### config.mk
export PLATFORM = sky130hd
export DESIGN_NAME = order_statistic_set_top_flat
export DESIGN_NICKNAME = d
export VERILOG_FILES = /design/src/rtl/oss_pkg.sv /design/src/rtl/oss_req_if.sv /design/src/rtl/oss_rsp_if.sv /design/src/rtl/oss_ram.sv /design/src/rtl/order_statistic_set_top.sv /design/src/flat_wrapper.sv
export SDC_FILE = /design/constraint.sdc
export NUM_CORES = 2
export LEC_CHECK = 0
export ABC_AREA = 0
export BUFFER_PORTS_ARGS = -buffer_cell sky130_fd_sc_hd__buf_4
export CAP_MARGIN = 0
export CORE_ASPECT_RATIO = 1.4
export CORE_MARGIN = 2
export CORE_UTILIZATION = 40
export CTS_CLUSTER_SIZE = 10
export DETAILED_ROUTE_END_ITERATION = 6
export GPL_ROUTABILITY_DRIVEN = 1
export SETUP_SLACK_MARGIN = 0.3
export SLEW_MARGIN = 20
export SYNTH_ARGS = -nofsm -noshare
export SYNTH_HDL_FRONTEND = slang
export SYNTH_HIERARCHICAL = 1
export SYNTH_SLANG_ARGS = --single-unit
### constraint.sdc
create_clock -name clock -period 6.9 [get_ports clock]
set_input_delay 0.345 -clock clock [delete_from_list [all_inputs] [get_ports clock]]
set_output_delay 0.345 -clock clock [all_outputs]
set_load 0.005 [all_outputs]
### src/rtl/oss_pkg.sv
package oss_pkg;

   localparam int CAPACITY_DEF = 64;
   localparam int DATA_W       = 32;
   localparam int CMD_W        = 2;
   localparam int STATUS_W     = 2;

   localparam logic [CMD_W-1:0] CMD_INSERT = 2'd0;
   localparam logic [CMD_W-1:0] CMD_DELETE = 2'd1;
   localparam logic [CMD_W-1:0] CMD_COUNT  = 2'd2;
   localparam logic [CMD_W-1:0] CMD_KTH    = 2'd3;

   localparam logic [STATUS_W-1:0] STATUS_OK      = 2'd0;
   localparam logic [STATUS_W-1:0] STATUS_IGNORED = 2'd1;
   localparam logic [STATUS_W-1:0] STATUS_BADRANK = 2'd2;
   localparam logic [STATUS_W-1:0] STATUS_FULL    = 2'd3;

   typedef enum logic [3:0] {
      ST_IDLE,
      ST_SRCH_RD,
      ST_SRCH_CMP,
      ST_DECIDE,
      ST_SHIFT_RD,
      ST_SHIFT_WR,
      ST_PUT,
      ST_KTH,
      ST_KTH_WAIT,
      ST_RESP
   } state_type;

endpackage

### src/rtl/oss_req_if.sv
interface oss_req_if;
   logic                                valid;
   logic                                ready;
   logic [oss_pkg::CMD_W-1:0]           cmd;
   logic signed [oss_pkg::DATA_W-1:0]   operand;

   modport source (output valid, output cmd, output operand, input ready);
   modport sink   (input valid, input cmd, input operand, output ready);
endinterface

### src/rtl/oss_rsp_if.sv
interface oss_rsp_if #(
   parameter int CNT_W = 7
);
   logic                                valid;
   logic                                ready;
   logic signed [oss_pkg::DATA_W-1:0]   result_value;
   logic [oss_pkg::STATUS_W-1:0]        status;
   logic [CNT_W-1:0]                    set_size;

   modport source (output valid, output result_value, output status, output set_size,
                   input ready);
   modport sink   (input valid, input result_value, input status, input set_size,
                   output ready);
endinterface

### src/rtl/oss_ram.sv
module oss_ram #(
   parameter int WIDTH = 32,
   parameter int DEPTH = 64
) (
   input  logic                     clock,
   input  logic                     wr_en,
   input  logic [$clog2(DEPTH)-1:0] wr_addr,
   input  logic [WIDTH-1:0]         wr_data,
   input  logic [$clog2(DEPTH)-1:0] rd_addr,
   output logic [WIDTH-1:0]         rd_data
);
   logic [WIDTH-1:0] mem_ff [DEPTH];
   logic [WIDTH-1:0] rd_data_ff;

   always_ff @(posedge clock) begin
      if (wr_en) begin
         mem_ff[wr_addr] <= wr_data;
      end
      rd_data_ff <= mem_ff[rd_addr];
   end

   assign rd_data = rd_data_ff;
endmodule

### src/rtl/order_statistic_set_top.sv
// insert, delete and count: binary search, at most ceil(log2(n+1)) probes for n held values;
// kth reads the value at rank k directly, or answers with a bad rank status
// insert and delete then move entries one at a time, insert then writes the new value
// throughput: one item at a time, the next is taken in the cycle after the result is loaded,
// even while that beat still waits; a stalled beat holds the next result back
// reset: synchronous, active high; empties the set, value ram contents are not cleared
module order_statistic_set_top #(
   parameter int CAPACITY = oss_pkg::CAPACITY_DEF
) (
   input  logic      clock,
   input  logic      reset,
   oss_req_if.sink   req_if,
   oss_rsp_if.source rsp_if
);
   import oss_pkg::*;

   localparam int AW    = $clog2(CAPACITY);
   localparam int CNT_W = $clog2(CAPACITY + 1);

   state_type               state_ff, state_in;
   logic [CMD_W-1:0]        cmd_ff, cmd_in;
   logic signed [DATA_W-1:0] key_ff, key_in;
   logic [CNT_W-1:0]        lo_ff, lo_in;
   logic [CNT_W-1:0]        hi_ff, hi_in;
   logic [CNT_W-1:0]        mid_ff, mid_in;
   logic                    found_ff, found_in;
   logic [CNT_W-1:0]        idx_ff, idx_in;
   logic [CNT_W-1:0]        cnt_ff, cnt_in;
   logic [DATA_W-1:0]       res_ff, res_in;
   logic [STATUS_W-1:0]     stat_ff, stat_in;

   logic                    out_valid_ff, out_valid_in;
   logic [DATA_W-1:0]       out_res_ff, out_res_in;
   logic [STATUS_W-1:0]     out_stat_ff, out_stat_in;
   logic [CNT_W-1:0]        out_size_ff, out_size_in;

   logic                    wr_en;
   logic [AW-1:0]           wr_addr;
   logic [DATA_W-1:0]       wr_data;
   logic [AW-1:0]           rd_addr;
   logic [DATA_W-1:0]       rd_data;

   logic [CNT_W:0]          mid_sum;
   logic [DATA_W-1:0]       rank_m1;
   logic                    rank_bad;
   logic [CNT_W-1:0]        idx_dec;
   logic [CNT_W-1:0]        idx_inc;

   oss_ram #(
      .WIDTH (DATA_W),
      .DEPTH (CAPACITY)
   ) u_ram (
      .clock   (clock),
      .wr_en   (wr_en),
      .wr_addr (wr_addr),
      .wr_data (wr_data),
      .rd_addr (rd_addr),
      .rd_data (rd_data)
   );

   assign mid_sum  = {1'b0, lo_ff} + {1'b0, hi_ff};
   assign rank_m1  = key_ff - 32'sd1;
   assign rank_bad = (key_ff == '0) || key_ff[DATA_W-1] ||
                     (key_ff > $signed(DATA_W'(cnt_ff)));
   assign idx_dec  = idx_ff - 1'b1;
   assign idx_inc  = idx_ff + 1'b1;

   always_ff @(posedge clock) begin
      if (reset) begin
         state_ff     <= ST_IDLE;
         cnt_ff       <= '0;
         out_valid_ff <= 1'b0;
      end else begin
         state_ff     <= state_in;
         cnt_ff       <= cnt_in;
         out_valid_ff <= out_valid_in;
      end
      cmd_ff      <= cmd_in;
      key_ff      <= key_in;
      lo_ff       <= lo_in;
      hi_ff       <= hi_in;
      mid_ff      <= mid_in;
      found_ff    <= found_in;
      idx_ff      <= idx_in;
      res_ff      <= res_in;
      stat_ff     <= stat_in;
      out_res_ff  <= out_res_in;
      out_stat_ff <= out_stat_in;
      out_size_ff <= out_size_in;
   end

   always_comb begin
      state_in     = state_ff;
      cmd_in       = cmd_ff;
      key_in       = key_ff;
      lo_in        = lo_ff;
      hi_in        = hi_ff;
      mid_in       = mid_ff;
      found_in     = found_ff;
      idx_in       = idx_ff;
      cnt_in       = cnt_ff;
      res_in       = res_ff;
      stat_in      = stat_ff;
      out_valid_in = out_valid_ff;
      out_res_in   = out_res_ff;
      out_stat_in  = out_stat_ff;
      out_size_in  = out_size_ff;
      wr_en        = 1'b0;
      wr_addr      = '0;
      wr_data      = key_ff;
      rd_addr      = '0;
      req_if.ready = (state_ff == ST_IDLE);

      if (out_valid_ff && rsp_if.ready) begin
         out_valid_in = 1'b0;
      end

      case (state_ff)
         ST_IDLE: begin
            if (req_if.valid) begin
               cmd_in   = req_if.cmd;
               key_in   = req_if.operand;
               lo_in    = '0;
               hi_in    = cnt_ff;
               found_in = 1'b0;
               res_in   = '0;
               stat_in  = STATUS_OK;
               state_in = (req_if.cmd == CMD_KTH) ? ST_KTH : ST_SRCH_RD;
            end
         end
         ST_SRCH_RD: begin
            mid_in  = mid_sum[CNT_W:1];
            rd_addr = mid_sum[AW:1];
            if (lo_ff < hi_ff) begin
               state_in = ST_SRCH_CMP;
            end else begin
               state_in = ST_DECIDE;
            end
         end
         ST_SRCH_CMP: begin
            if ($signed(rd_data) < key_ff) begin
               lo_in = mid_ff + 1'b1;
            end else begin
               hi_in = mid_ff;
            end
            if ($signed(rd_data) == key_ff) begin
               found_in = 1'b1;
            end
            state_in = ST_SRCH_RD;
         end
         ST_DECIDE: begin
            state_in = ST_RESP;
            case (cmd_ff)
               CMD_INSERT: begin
                  if (found_ff) begin
                     stat_in = STATUS_IGNORED;
                  end else if ({1'b0, cnt_ff} >= (CNT_W + 1)'(CAPACITY)) begin
                     stat_in = STATUS_FULL;
                  end else begin
                     idx_in   = cnt_ff;
                     state_in = (cnt_ff > lo_ff) ? ST_SHIFT_RD : ST_PUT;
                  end
               end
               CMD_DELETE: begin
                  if (!found_ff) begin
                     stat_in = STATUS_IGNORED;
                  end else begin
                     cnt_in = cnt_ff - 1'b1;
                     idx_in = lo_ff;
                     if (({1'b0, lo_ff} + 1'b1) < {1'b0, cnt_ff}) begin
                        state_in = ST_SHIFT_RD;
                     end
                  end
               end
               default: begin
                  res_in = DATA_W'(lo_ff);
               end
            endcase
         end
         ST_SHIFT_RD: begin
            rd_addr  = (cmd_ff == CMD_INSERT) ? idx_dec[AW-1:0] : idx_inc[AW-1:0];
            state_in = ST_SHIFT_WR;
         end
         ST_SHIFT_WR: begin
            wr_en   = 1'b1;
            wr_addr = idx_ff[AW-1:0];
            wr_data = rd_data;
            if (cmd_ff == CMD_INSERT) begin
               idx_in   = idx_dec;
               state_in = (idx_dec > lo_ff) ? ST_SHIFT_RD : ST_PUT;
            end else begin
               idx_in   = idx_inc;
               state_in = (idx_inc < cnt_ff) ? ST_SHIFT_RD : ST_RESP;
            end
         end
         ST_PUT: begin
            wr_en    = 1'b1;
            wr_addr  = lo_ff[AW-1:0];
            wr_data  = key_ff;
            cnt_in   = cnt_ff + 1'b1;
            state_in = ST_RESP;
         end
         ST_KTH: begin
            rd_addr = rank_m1[AW-1:0];
            if (rank_bad) begin
               stat_in  = STATUS_BADRANK;
               state_in = ST_RESP;
            end else begin
               state_in = ST_KTH_WAIT;
            end
         end
         ST_KTH_WAIT: begin
            res_in   = rd_data;
            state_in = ST_RESP;
         end
         ST_RESP: begin
            if (!out_valid_ff || rsp_if.ready) begin
               out_valid_in = 1'b1;
               out_res_in   = res_ff;
               out_stat_in  = stat_ff;
               out_size_in  = cnt_ff;
               state_in     = ST_IDLE;
            end
         end
         default: begin
            state_in = ST_IDLE;
         end
      endcase
   end

   assign rsp_if.valid        = out_valid_ff;
   assign rsp_if.result_value = out_res_ff;
   assign rsp_if.status       = out_stat_ff;
   assign rsp_if.set_size     = out_size_ff;
endmodule

### src/flat_wrapper.sv
// flat-port wrapper written by rule: the top's interface ports become plain ports
module order_statistic_set_top_flat import oss_pkg::*;
#(
   parameter int CAPACITY = oss_pkg::CAPACITY_DEF
)
  (clock, reset, req_if_valid, req_if_cmd, req_if_operand, req_if_ready, rsp_if_valid, rsp_if_result_value, rsp_if_status, rsp_if_set_size, rsp_if_ready);
  oss_req_if req_if_i ();
  oss_rsp_if rsp_if_i ();
  input  logic clock;
  input  logic reset;
  input wire logic [$bits(req_if_i.valid)-1:0] req_if_valid;
  input wire logic [$bits(req_if_i.cmd)-1:0] req_if_cmd;
  input wire logic [$bits(req_if_i.operand)-1:0] req_if_operand;
  output wire logic [$bits(req_if_i.ready)-1:0] req_if_ready;
  output wire logic [$bits(rsp_if_i.valid)-1:0] rsp_if_valid;
  output wire logic [$bits(rsp_if_i.result_value)-1:0] rsp_if_result_value;
  output wire logic [$bits(rsp_if_i.status)-1:0] rsp_if_status;
  output wire logic [$bits(rsp_if_i.set_size)-1:0] rsp_if_set_size;
  input wire logic [$bits(rsp_if_i.ready)-1:0] rsp_if_ready;
  assign req_if_i.valid = req_if_valid;
  assign req_if_i.cmd = req_if_cmd;
  assign req_if_i.operand = req_if_operand;
  assign req_if_ready = req_if_i.ready;
  assign rsp_if_valid = rsp_if_i.valid;
  assign rsp_if_result_value = rsp_if_i.result_value;
  assign rsp_if_status = rsp_if_i.status;
  assign rsp_if_set_size = rsp_if_i.set_size;
  assign rsp_if_i.ready = rsp_if_ready;
  order_statistic_set_top #(.CAPACITY(CAPACITY)) u_core (.clock(clock), .reset(reset), .req_if(req_if_i), .rsp_if(rsp_if_i));
endmodule
==> impl_metrics.json <==
{
  "syn-num-nets": 4253,
  "min-delay-path-class": "primary input to flip-flop",
  "power.internal_mw": 29.6,
  "vias": 43400,
  "synth_seq_cells": 2230,
  "cts_max_path_buffers": 4,
  "finalWeightedCongestion": 0.892,
  "setup-tns-final_ns": 0,
  "status": "finished, final reports clean",
  "antenna_found_initial": 10,
  "hold_viol": 0,
  "portBuffers": 80,
  "fp-row-count": 202,
  "multi_input_area_um2": 20300,
  "die_area_um2": 222000,
  "reg2reg_depth": 10,
  "grt_pass1_wl_um": 332000,
  "ctsRootBufferMaster": "clkbuf_16",
  "die_y_um": 556,
  "postRouteAntennaNets": 0,
  "post_drt_via_cell_ratio": 5.84,
  "io_pins": 81,
  "syn_avg_cell_area_um2": 21.1,
  "hold_ws_ns": 0.242,
  "grt_pass1_vias": 44000,
  "yosys_most_used_dff": "edfxtp_1",
  "clk_latency_ns": 0.84,
  "swShare_pct": 34.4,
  "cts_tree": "done",
  "drt-total-wl_um": 235000,
  "route.detailed.drc": 0,
  "regArea_um2": 66500,
  "syn_inst": 4125,
  "nFillCells": 17800,
  "rsz0062_at_grt": "no",
  "critPathMaxFanout": 72,
  "cts_setup_buffers": 0,
  "peakVddDrop_v": 0.000456,
  "whs_path_depth": 2,
  "drv_cap": 0,
  "gr-total-overflow": 0,
  "min_period_over_period_pct": 76.9,
  "path_cells": "nand2_1, nor3_1, a22oi_1, o21ai_4, buf_12, buf_12, mux4_2, mux4_2, o22ai_1, nor2_1",
  "avgRoutedWirePerCell_um": 31.6,
  "cpMaxStageDelayCell": "o22ai_1",
  "finalCriticalPeriod_ns": 5.31,
  "power.share.combinational_pct": 35.4,
  "drive_above_1_share_pct": 26.3,
  "die_x_um": 398,
  "critPathRequiredTime_ns": 7.54,
  "fin_nets": 4596,
  "fmax_ghz": 0.188,
  "pwr-share-seq_pct": 37.3,
  "power_density_nw_per_um2": 450,
  "hpwl_um": 144000,
  "cpPeakStageDelay_ns": 0.83,
  "grt_max_degree": 96,
  "setup_violations": 0,
  "criticalPathCategory": "flip-flop to flip-flop",
  "p_clk_share_pct": 27.2,
  "start_util_pct": 40.3,
  "cts.htree.levels": 5,
  "start_kind": "flip-flop",
  "numClockSinks": 2230,
  "syn_area_um2": 87100,
  "p_leak_nw": 30.9,
  "power.switching_mw": 15.5,
  "relSlewSlack_pct": 20.7,
  "core_um2": 216000,
  "yosysSeqAreaShare_pct": 76.4,
  "syn2layout_area_growth_pct": 15.3,
  "clk_pin_slew_worst_paths_ns": 0.06,
  "end_kind": "flip-flop",
  "grt_usage_pct": 21.1,
  "cts_made_buffers": 266,
  "tightest_slew_ns": 1.19,
  "initialDrtViolationCount": 5414,
  "drv_slew": 0,
  "cp.arrival_ns": 5.95,
  "synth_edf_count": 2186,
  "firstDrtPassIters": 6,
  "post_cts_resize_count": 0,
  "clock_skew_ns": 0.0711,
  "yosysWarnings": 6,
  "synth_cell_type_count": 68,
  "postSynth.asyncResetShare_pct": 0
}
metal layers:
metal,up-vias,GRT usage (%),routed length [µm]
li1,17800,-,-
met5,-,0,20
met4,2,7.79,9780
met1,23300,25.5,85500
met2,1835,38.1,125000
met3,434,3.04,15300
power by group through the flow:
stage | registers (mW) | clock network (mW) | logic (mW)
after floorplan | 17.0 | 0 | 9.88
after global placement | 17.1 | 0 | 16.0
after detailed placement | 17.1 | 0 | 16.1
after CTS | 16.8 | 12.5 | 16.1
after global routing | 16.9 | 13.0 | 16.7
final | 16.9 | 12.3 | 16.0
sequential cells by signal, summed over array words and instances (netlist names):
register                    flops
u_core/lo_ff                    7
u_core/u_ram/rd_data           32
u_core/found_ff                 1
u_core/mid_ff                   7
u_core/key_ff                  32
u_core/hi_ff                    7
u_core/stat_ff                  2
u_core/idx_ff                   7
u_core/rsp_if.set_size          7
u_core/u_ram/mem_ff          2048
u_core/res_ff                  32
u_core/rsp_if.valid             1
u_core/cnt_ff                   7
u_core/rsp_if.status            2
u_core/cmd_ff                   2
u_core/rsp_if.result_value     32
u_core/state_ff                 4
layout make-up:
class                      instances  area share [%]
sequential                      2230            66.3
multi-input combinational       1623            20.2
clock buffer                     357            7.14
tap                             2856            3.56
timing repair buffer             280            2.39
inverter                          67           0.250
clock inverter                    18           0.199
antenna                            3         0.00748
synth_stat cells (all sizes together) (8+ instances only):
| master | number | area share [%] |
|---|---|---|
| clkbuf | 95 | 0.41 |
| a21oi | 111 | 0.64 |
| xor2 | 10 | 0.10 |
| mux4 | 544 | 14 |
| a22oi | 14 | 0.12 |
| nor2b | 23 | 0.17 |
| nor2 | 184 | 0.80 |
| and3 | 9 | 0.065 |
| and2 | 31 | 0.22 |
| buf | 110 | 0.71 |
| a311oi | 9 | 0.098 |
| edfxtp | 2186 | 75 |
| a31oi | 8 | 0.057 |
| o21a | 9 | 0.078 |
| nand2 | 108 | 0.47 |
| o22ai | 86 | 0.62 |
| a21o | 11 | 0.095 |
| nand2b | 13 | 0.093 |
| o221ai | 28 | 0.28 |
| nor4 | 10 | 0.089 |
| nand3 | 25 | 0.14 |
| ha | 88 | 1.3 |
| dfxtp | 44 | 1.0 |
| nand4 | 12 | 0.086 |
| mux2i | 101 | 1.2 |
| inv | 66 | 0.28 |
| nor3 | 18 | 0.10 |
| o21ai | 74 | 0.43 |
| xnor2 | 25 | 0.25 |
placed cells by master, fill, tap and decap left out, types with 44 or more instances in the layout:
master and instances:
o22ai_1 86, edfxtp_1 2186, inv_1 64, dfxtp_1 44, nor2_4 65, mux2i_1 101
nand2_1 108, clkbuf_1 83, clkbuf_16 274, ha_1 88, a21oi_1 110, buf_4 227
mux4_2 544, nor2_1 119
critical path, delay by kind of cell, from the launching register on:
family                 cells  cell delay [ns]
AO/OA/AOI/OAI              3             1.29
AND/OR/NAND/NOR            3             1.12
multiplexers               2             1.12
buffers and inverters      2             0.73
flip-flops                 1             0.63
per-stage QoR:
stage / power (mW) / utilization (%) / std cells / setup slack [ns] / instance area, µm²
floorplan: 26.9 / - / 4125 / 2.34 / 87100
global placement: 33.1 / 42.8 / 7017 / 1.66 / 92600
detailed placement: 33.2 / 42.8 / 7017 / 1.72 / 92600
CTS: 45.5 / 46.4 / 7429 / 1.69 / 100000
global route: 46.5 / 46.4 / 7432 / 1.36 / 100000
finish: 45.1 / 46.4 / 7434 / 1.59 / 100000
timing repair:
| item | 4_1_cts | 5_1_grt |
|---|---|---|
| endpoints found under the hold margin | 47 | 0 |
| setup endpoints to repair | 0 | 0 |
| hold buffers | 37 | 0 |
path summary, 6_finish.rpt:
| check | from | endpoint | slack, ns |
|---|---|---|---|
| min reg2reg | u_core/res_ff[30] | u_core/rsp_if.result_value[30] | 0.41 |
| max | u_core/state_ff[2] | u_core/u_ram/rd_data[16] | 1.59 |
| max reg2reg | u_core/state_ff[2] | u_core/u_ram/rd_data[16] | 1.59 |
| min | req_if_operand[2] | u_core/key_ff[2] | 0.24 |
kinds of logic after synthesis:
kind of cell	after synthesis	synth area share, %
and+or+nand+nor	462	2.50
AOI/OAI and AO/OA	388	2.80
DFF	2230	76.4
muxes	648	15.3
buffers and inverters	272	1.41
xor gates and xnor gates	35	0.352
adders and majority gates	90	1.31
(Power assumes the default switching activity.)
